<file path="config.mk">
export PLATFORM = sky130hd
export DESIGN_NAME = led_breathe_ramp
export DESIGN_NICKNAME = d
export VERILOG_FILES = /design/src/sv/lbr_pkg.sv /design/src/sv/lbr_muldiv.sv /design/src/sv/led_breathe_ramp.sv
export SDC_FILE = /design/constraint.sdc
export NUM_CORES = 1
export LEC_CHECK = 0
export ABC_AREA = 1
export BUFFER_PORTS_ARGS = -buffer_cell sky130_fd_sc_hd__buf_2
export CAP_MARGIN = 20
export CORE_MARGIN = 2
export CORE_UTILIZATION = 45
export CTS_CLUSTER_DIAMETER = 80
export DETAILED_ROUTE_END_ITERATION = 8
export HOLD_SLACK_MARGIN = 0.05
export PLACE_DENSITY_LB_ADDON = 0.15
export SLEW_MARGIN = 20
export SYNTH_ARGS = -nofsm -noshare
export SYNTH_HDL_FRONTEND = slang
export SYNTH_SLANG_ARGS = --single-unit
</file>
<file path="constraint.sdc">
create_clock -name clk -period 4.5 [get_ports clk]
set_input_delay 0.45 -clock clk [delete_from_list [all_inputs] [get_ports clk]]
set_output_delay 0.45 -clock clk [all_outputs]
set_load 0.02 [all_outputs]
</file>
<file path="src/sv/lbr_pkg.sv">
package lbr_pkg;

	// brightness width
	localparam int LEVEL_W = 8;

	// configuration register indexes
	localparam logic [1:0] REG_PEAK    = 2'd0;
	localparam logic [1:0] REG_FLOOR   = 2'd1;
	localparam logic [1:0] REG_STEPS   = 2'd2;
	localparam logic [1:0] REG_FALLING = 2'd3;

	// request from the sequencer to the arithmetic unit
	typedef struct packed {
		logic start;
		logic round_up;
	} lbr_req_t;

	// response from the arithmetic unit
	typedef struct packed {
		logic                done;
		logic [LEVEL_W-1:0]  quot;
	} lbr_rsp_t;

endpackage

</file>
<file path="src/sv/lbr_muldiv.sv">
module lbr_muldiv #(
	parameter int STEP_BITS = 12
) (
	input  logic                        clk,
	input  logic                        arst_n,
	input  lbr_pkg::lbr_req_t           req,
	input  logic [STEP_BITS:0]          count,
	input  logic [lbr_pkg::LEVEL_W-1:0] diff,
	input  logic [STEP_BITS-1:0]        steps,
	output lbr_pkg::lbr_rsp_t           rsp
);

	localparam int LW = lbr_pkg::LEVEL_W;
	localparam int PW = STEP_BITS + 1 + LW;
	localparam int IW = $clog2(PW);

	localparam logic [2:0] U_IDLE = 3'd0;
	localparam logic [2:0] U_MUL  = 3'd1;
	localparam logic [2:0] U_ADD  = 3'd2;
	localparam logic [2:0] U_DEC  = 3'd3;
	localparam logic [2:0] U_DIV  = 3'd4;
	localparam logic [2:0] U_DONE = 3'd5;

	logic [2:0]           st_q;
	logic [IW-1:0]        iter_q;
	logic                 round_q;
	logic [PW-1:0]        acc_q;
	logic [STEP_BITS-1:0] rem_q;
	logic [LW-1:0]        diff_q;
	logic [STEP_BITS:0]   cnt_q;
	logic [STEP_BITS-1:0] steps_q;

	logic [PW-1:0]        op_a;
	logic [PW-1:0]        op_b;
	logic                 op_sub;
	logic [PW:0]          sum;
	logic                 carry;
	logic [STEP_BITS:0]   rem_shift;

	// operand select for the shared adder
	always_comb begin
		op_a   = '0;
		op_b   = '0;
		op_sub = 1'b0;
		case (st_q)
			U_MUL: begin
				op_a = {acc_q[PW-2:0], 1'b0};
				op_b = diff_q[LW-1] ? PW'(cnt_q) : '0;
			end
			U_ADD: begin
				op_a = acc_q;
				op_b = PW'(steps_q);
			end
			U_DEC: begin
				op_a   = acc_q;
				op_b   = PW'(1);
				op_sub = 1'b1;
			end
			U_DIV: begin
				op_a   = PW'(rem_shift);
				op_b   = PW'(steps_q);
				op_sub = 1'b1;
			end
			default: begin
				op_a   = '0;
			end
		endcase
	end

	// shared adder / subtractor, carry out means no borrow
	assign rem_shift = {rem_q, acc_q[PW-1]};
	assign sum       = {1'b0, op_a} + {1'b0, (op_sub ? ~op_b : op_b)} + (PW+1)'(op_sub);
	assign carry     = sum[PW];

	// sequencer control
	always_ff @(posedge clk or negedge arst_n) begin
		if (!arst_n) begin
			st_q   <= U_IDLE;
			iter_q <= '0;
		end else begin
			case (st_q)
				U_IDLE: begin
					if (req.start) begin
						st_q   <= U_MUL;
						iter_q <= IW'(LW - 1);
					end
				end
				U_MUL: begin
					if (iter_q == '0) begin
						st_q   <= round_q ? U_ADD : U_DIV;
						iter_q <= IW'(PW - 1);
					end else begin
						iter_q <= iter_q - 1'b1;
					end
				end
				U_ADD: begin
					st_q <= U_DEC;
				end
				U_DEC: begin
					st_q <= U_DIV;
				end
				U_DIV: begin
					if (iter_q == '0) begin
						st_q <= U_DONE;
					end else begin
						iter_q <= iter_q - 1'b1;
					end
				end
				U_DONE: begin
					st_q <= U_IDLE;
				end
				default: begin
					st_q <= U_IDLE;
				end
			endcase
		end
	end

	// datapath registers: shift-add multiply, rounding add and decrement on the falling side, then restoring divide
	always_ff @(posedge clk) begin
		case (st_q)
			U_IDLE: begin
				if (req.start) begin
					acc_q   <= '0;
					rem_q   <= '0;
					diff_q  <= diff;
					cnt_q   <= count;
					steps_q <= steps;
					round_q <= req.round_up;
				end
			end
			U_MUL: begin
				acc_q  <= sum[PW-1:0];
				diff_q <= {diff_q[LW-2:0], 1'b0};
			end
			U_ADD, U_DEC: begin
				acc_q <= sum[PW-1:0];
			end
			U_DIV: begin
				rem_q <= carry ? sum[STEP_BITS-1:0] : rem_shift[STEP_BITS-1:0];
				acc_q <= {acc_q[PW-2:0], carry};
			end
			default: begin
				acc_q <= acc_q;
			end
		endcase
	end

	assign rsp.done = (st_q == U_DONE);
	assign rsp.quot = acc_q[LW-1:0];

endmodule

</file>
<file path="src/sv/led_breathe_ramp.sv">
// channel   direction  handshake              payload
// cfg       in         cfg_we                 cfg_index, cfg_data
// in        in         in_valid / in_ready    restart
// out       out        out_valid / out_ready  level, falling, turned
//
// each transaction runs through the serial unit from accept to result: 8 multiply steps,
// 2 rounding steps on the falling side, STEP_BITS + 9 divide steps and a handoff state;
// in_ready is low meanwhile, so the next transaction is not taken before the result is done.
// reset clears the configuration, the step count and the direction.
// a result waiting on out_ready holds the block; the next transaction is taken once
// the result register is loaded.
module led_breathe_ramp #(
	parameter int STEP_BITS = 12
) (
	input  logic                                   clk,
	input  logic                                   arst_n,
	input  logic                                   cfg_we,
	input  logic [1:0]                             cfg_index,
	input  logic [((STEP_BITS > 8) ? STEP_BITS : 8)-1:0] cfg_data,
	input  logic                                   in_valid,
	output logic                                   in_ready,
	input  logic                                   restart,
	output logic                                   out_valid,
	input  logic                                   out_ready,
	output logic [lbr_pkg::LEVEL_W-1:0]            level,
	output logic                                   falling,
	output logic                                   turned
);

	localparam int LW = lbr_pkg::LEVEL_W;

	localparam logic [1:0] S_IDLE = 2'd0;
	localparam logic [1:0] S_RUN  = 2'd1;
	localparam logic [1:0] S_HOLD = 2'd2;

	logic [1:0]           state_q;
	logic [LW-1:0]        peak_q;
	logic [LW-1:0]        floor_q;
	logic [STEP_BITS-1:0] steps_q;
	logic                 start_fall_q;
	logic [STEP_BITS:0]   count_q;
	logic                 down_q;
	logic                 op_dir_q;
	logic                 op_turn_q;
	logic                 out_valid_q;
	logic [LW-1:0]        level_q;
	logic                 falling_q;
	logic                 turned_q;

	logic                 accept;
	logic [STEP_BITS:0]   count_eff;
	logic                 dir_eff;
	logic [STEP_BITS:0]   count_inc;
	logic                 turn;
	logic [LW-1:0]        diff;
	logic [LW-1:0]        quot;
	logic [LW-1:0]        level_new;
	logic                 out_free;
	logic                 load_out;
	lbr_pkg::lbr_req_t    req;
	lbr_pkg::lbr_rsp_t    rsp;

	// tick decode: restart reloads before the level is formed
	assign accept    = in_valid && in_ready;
	assign count_eff = restart ? '0 : count_q;
	assign dir_eff   = restart ? start_fall_q : down_q;
	assign count_inc = count_eff + 1'b1;
	assign turn      = (count_inc > {1'b0, steps_q});
	assign diff      = peak_q - floor_q;

	assign req.start    = accept;
	assign req.round_up = dir_eff;

	lbr_muldiv #(
		.STEP_BITS (STEP_BITS)
	) u_muldiv (
		.clk    (clk),
		.arst_n (arst_n),
		.req    (req),
		.count  (count_eff),
		.diff   (diff),
		.steps  (steps_q),
		.rsp    (rsp)
	);

	// level from the quotient, zero steps means a zero step
	assign quot      = (steps_q == '0) ? '0 : rsp.quot;
	assign level_new = op_dir_q ? (peak_q - quot) : (floor_q + quot);
	assign out_free  = !out_valid_q || out_ready;
	assign load_out  = out_free && ((state_q == S_RUN && rsp.done) || state_q == S_HOLD);

	assign in_ready = (state_q == S_IDLE);

	// sequencer and ramp state
	always_ff @(posedge clk or negedge arst_n) begin
		if (!arst_n) begin
			state_q      <= S_IDLE;
			peak_q       <= '0;
			floor_q      <= '0;
			steps_q      <= '0;
			start_fall_q <= 1'b0;
			count_q      <= '0;
			down_q       <= 1'b0;
			out_valid_q  <= 1'b0;
		end else begin
			case (state_q)
				S_IDLE: begin
					if (accept) begin
						state_q <= S_RUN;
					end
				end
				S_RUN: begin
					if (rsp.done) begin
						state_q <= out_free ? S_IDLE : S_HOLD;
					end
				end
				S_HOLD: begin
					if (out_free) begin
						state_q <= S_IDLE;
					end
				end
				default: begin
					state_q <= S_IDLE;
				end
			endcase

			// configuration write reloads the ramp, otherwise advance the ramp at accept
			if (cfg_we) begin
				count_q <= '0;
				down_q  <= (cfg_index == lbr_pkg::REG_FALLING) ? cfg_data[0] : start_fall_q;
				case (cfg_index)
					lbr_pkg::REG_PEAK:    peak_q       <= cfg_data[LW-1:0];
					lbr_pkg::REG_FLOOR:   floor_q      <= cfg_data[LW-1:0];
					lbr_pkg::REG_STEPS:   steps_q      <= cfg_data[STEP_BITS-1:0];
					lbr_pkg::REG_FALLING: start_fall_q <= cfg_data[0];
					default: begin
						peak_q <= peak_q;
					end
				endcase
			end else if (accept) begin
				count_q <= turn ? '0 : count_inc;
				down_q  <= turn ? !dir_eff : dir_eff;
			end

			// result register valid
			if (load_out) begin
				out_valid_q <= 1'b1;
			end else if (out_ready) begin
				out_valid_q <= 1'b0;
			end
		end
	end

	// transaction operands and result payload
	always_ff @(posedge clk) begin
		if (accept) begin
			op_dir_q  <= dir_eff;
			op_turn_q <= turn;
		end
		if (load_out) begin
			level_q   <= level_new;
			falling_q <= op_dir_q;
			turned_q  <= op_turn_q;
		end
	end

	assign out_valid = out_valid_q;
	assign level     = level_q;
	assign falling   = falling_q;
	assign turned    = turned_q;

	// an accepted transaction makes the block busy
	a_busy_after_accept: assert property (@(posedge clk) disable iff (!arst_n)
		accept |=> !in_ready)
		else $error("block still ready after accepting a transaction");

	// the unit only finishes while a transaction is running
	a_done_in_run: assert property (@(posedge clk) disable iff (!arst_n)
		rsp.done |-> (state_q == S_RUN))
		else $error("arithmetic unit done outside of run");

	// the step count never passes the configured steps
	a_count_range: assert property (@(posedge clk) disable iff (!arst_n)
		count_q <= {1'b0, steps_q})
		else $error("step count beyond ramp steps");

	// a result is loaded only into a free result register
	a_load_free: assert property (@(posedge clk) disable iff (!arst_n)
		load_out |-> (!out_valid || out_ready))
		else $error("result register overwritten");

endmodule
</file>
==> metrics.log <==
[metrics] outcome: finished clean
[metrics] proportion of synthesized flip-flops having asynchronous set or reset: about two fifths
[metrics] most used flip-flop cell after synthesis: edfxtp_1
[metrics] number of global-route vias before repair: 6584
[metrics] area of the mapped netlist: 8534 um^2
[metrics] unrepaired setup endpoints after global routing: false
[metrics] gr usage total: between 20% and 30%
[metrics] Setup-failing EPs final: 0
[metrics] number of diodes: 0
[metrics] clk sinks: 133
[metrics] Final Hold Violating Endpoints: 0
[metrics] initial cell density of the core: 45.78%
[metrics] Switch Pwr: 3.231 mW
[metrics] max_slew headroom: 38.44%
[metrics] post-DP HPWL: 16240 um
[metrics] H-Tree Depth: 4
[metrics] peak ir drop on the vdd network: 335.1 uV
[metrics] Power Internal: around 3.7 mW
[metrics] maximum buffer depth of the clock tree: 2
[metrics] Comb pwr share: about 50%
[metrics] post-cts resize count: 0
[metrics] Die Height: approximately 140 um
[metrics] commonest non-fill, non-tap cell in the layout: nand2_1
[metrics] most frequent cells in the layout: nand2_1, inv_1, nor2_1, edfxtp_1, o21ai_0
[metrics] overall via count from detail_route: 6967
[metrics] residual DRC count: 0
[metrics] instance count of the mapped netlist: between 1k and 1.5k
[metrics] max-cap violations: 0
[metrics] clock network fraction of design power: 20.7%
[metrics] synthesized area per cell: 8.302 um^2
[metrics] startpoint of the worst register-to-register path: u_muldiv.st_q[0]
[metrics] critical path data required time: 4690 ps
[metrics] CTS tree: built
[metrics] CTS Root Buffer Type: clkbuf_16
[metrics] delay of the slowest cell on the worst path: 430 ps
[metrics] register-to-register setup slack: 580 ps
[metrics] DRC marker count from the first detailed-route iteration: 408
[metrics] number of optimization iterations in the first detailed-route pass: 5
[metrics] number of warnings printed during yosys synthesis: 0
[metrics] highest clock rate: 255.3 MHz
[metrics] type of the worst setup path: reg2reg
[metrics] maximum fanout along the worst path: 27
[metrics] Final Max Tran Viols: 0
[metrics] largest net degree at the start of global routing: 55
[metrics] fraction of final layout cells sized beyond drive strength 1: between 10% and 20%
[metrics] logic depth of the worst register-to-register path: 17
[metrics] switching share of power: 46.34%
[metrics] leakage power: 4.516 nW
[metrics] share of power burned in registers: 28.0%
[metrics] clock-pin slew on the worst setup and hold paths: 70 ps
[metrics] sort of element at the end of the critical path: flip-flop
[metrics] post-synth cell types: 47
[metrics] total congestion overflow after global routing: 0
[metrics] FF+latch count, synth: 133
[metrics] WL per Instance: 16.10 um
[metrics] area share of the largest cell type after synthesis: 27.80%
[metrics] worst setup skew after layout: approximately 14 ps
[metrics] fillers: approximately 1.8k
[metrics] ratio of final minimum period to clock period: ~87%
[metrics] via-per-instance ratio: 5.322
[metrics] CTS Buf Count: 17
[metrics] Min-Delay Path Class: in2async
[metrics] total core area: 18640 um^2
[metrics] quantity of hold-fixing buffers added after cts: 0
[metrics] remaining antenna violation count: 0
[metrics] dominant cells by area after synthesis: edfxtp_1, dfrtp_1, nand2_1
[metrics] Worst-Margin Slew: roughly 920 ps
[metrics] Tot Pwr: 6.972 mW
[metrics] die area: 20080 um^2
[metrics] count of port buffers added during placement: 31
[metrics] Fin Setup TNS: 0 ps
[metrics] Clk Latency, worst-skew pair: 440 ps
[metrics] number of nets in the synthesized netlist: 1107
[metrics] worst-path cell chain: inv_2 -> nand2_4 -> nor2_8 -> nor2_2 -> inv_1 -> buf_4 -> ha_1 -> a21oi_1 -> o21ai_0 -> nand4_1 -> nand3_1 -> a21oi_1 -> nand2_4 -> nand2_2 -> nand2_1 -> nand2_1 -> inv_1
[metrics] Period minus WS final: 3918 ps
[metrics] sequential share of the synthesized area: 43.63%
[metrics] Total Nets Final: 1141
[metrics] startpoint type of the worst setup path: flip-flop
[metrics] minimum hold slack: 155.6 ps
[metrics] CP Data Arrival Time: 4110 ps
[metrics] Synth-to-Final Area Change: 12.05%
[metrics] die boundary width: between 100 and 150 um
[metrics] total routed wirelength: 21080 um
[metrics] Crit Reg-Reg Endpoint: u_muldiv.rem_q[7]
[metrics] Max stage delay cell, worst path: dfrtp_1
[metrics] count of buffers added by post-CTS timing repair for setup: 0
[metrics] GPL Wtd Cong: 0.8947
[metrics] wire length of the first global-routing pass: 34570 um
[metrics] standard-cell row count: 50
[metrics] number of antenna violations at the first check in global routing: 0
[metrics] P per Cell Area: 729.1 nW/um^2
[metrics] cell type contributing the most total cell area after synthesis: edfxtp_1
[metrics] Post-synth EDFFs: 79
[metrics] IO Count: 32
[area by class of cell]
class,instances,area (um^2),area share [%]
clock inverters,13,143.9,1.505
flip-flops and latches,133,3724,38.94
well taps,234,292.8,3.062
multi-input cells,707,4093,42.80
inverters,163,611.8,6.398
repair buffers,40,222.7,2.329
clock buffers,19,475.5,4.972
[cells in the mapped netlist, types with 2 or more instances]
cell type and number:
inv_2 6, clkbuf_1 15, nand3_1 56, edfxtp_1 79, o21ai_0 79, o21ai_1 3
o21a_1 4, nor2_1 86, a22oi_2 7, nand4_1 7, buf_6 2, buf_2 3
nor2_2 6, nand2_2 6, or2_2 4, inv_1 155, xor2_1 26, xnor2_1 9
ha_1 55, a21boi_0 2, o31ai_1 2, a21o_1 7, buf_1 5, o221ai_1 13
dfrtp_1 54, nor3_1 8, o22ai_1 34, nor4_1 2, nand2_4 3, a21oi_1 59
nand3b_1 3, fa_1 4, nand2_1 205, clkinv_1 2, a31oi_1 5
[per-stage QoR]
step | instances | utilization, % | cell area, um^2 | setup WS [ps]
after global routing | 1309 | 51.30 | 9563 | 246.3
after CTS | 1309 | 51.30 | 9563 | 617.6
after global placement | 1277 | 47.97 | 8944 | 699.7
after detailed placement | 1277 | 47.97 | 8944 | 635.6
after floorplan | 1028 | - | 8534 | 1291
final | 1309 | 51.30 | 9563 | 582.4
[worst max path at each step]
| stage | from | end | slack [ps] | depth (start not counted) |
|---|---|---|---|---|
| after CTS | u_muldiv.st_q[0] | u_muldiv.rem_q[7] | 620 | 17 |
| after global placement | u_muldiv.st_q[0] | u_muldiv.rem_q[7] | 700 | 17 |
| after global routing | u_muldiv.st_q[0] | u_muldiv.rem_q[11] | 250 | 17 |
| final | u_muldiv.st_q[0] | u_muldiv.rem_q[7] | 580 | 17 |
| after floorplan | u_muldiv.st_q[2] | u_muldiv.rem_q[7] | 1290 | 19 |
| after detailed placement | u_muldiv.st_q[0] | u_muldiv.rem_q[7] | 640 | 17 |
[power by group through the flow]
stage | combinational (mW) | clock, mW | sequential (mW)
detailed placement | 3.54 | 0 | 1.97
finish | 3.58 | 1.44 | 1.95
CTS | 3.56 | 1.46 | 1.95
global placement | 3.52 | 0 | 1.97
global route | 4.04 | 1.51 | 1.98
floorplan | 2.63 | 0 | 1.92
[per-layer routing]
layer	GRT usage, %	up-vias	part of all wire (%)
li1	-	3538	-
met3	4.016	22	4.8
met5	0	-	0
met2	32.68	186	44
met4	6.158	0	1.3
met1	33.71	3221	50
[cells by family (layout without fill, tap and decap cells)]
logic type | Yosys count | in the layout | share of synthesized area (%)
AND/OR/NAND/NOR | 392 | 392 | 19.89
XOR/XNOR | 35 | 35 | 3.592
multiplexers | 1 | 1 | 0.1173
adder cells (fa/ha/maj) | 59 | 59 | 9.002
flip-flops | 133 | 133 | 43.63
AO/OA/AOI/OAI | 220 | 220 | 15.28
buffers and inverters | 188 | 235 | 8.488
[critical path, delay by kind of cell (launching register included)]
family                   cells  cell delay (ps)
adder cells (fa/ha/maj)      1              300
AND/OR/NAND/NOR              9             1350
AO/OA/AOI/OAI                3              720
buffers and inverters        4              870
flip-flops                   1              430
[sequential cells by signal, summed over array words and instances, names as in the netlist, 2 cells and up]
register / flops
u_muldiv.acc_q: 21
count_q: 13
u_muldiv.cnt_q: 13
steps_q: 12
u_muldiv.rem_q: 12
u_muldiv.steps_q: 12
floor_q: 8
level: 8
peak_q: 8
u_muldiv.diff_q: 8
u_muldiv.iter_q: 5
u_muldiv.st_q: 3
state_q: 2
(Power assumes the default switching activity.)
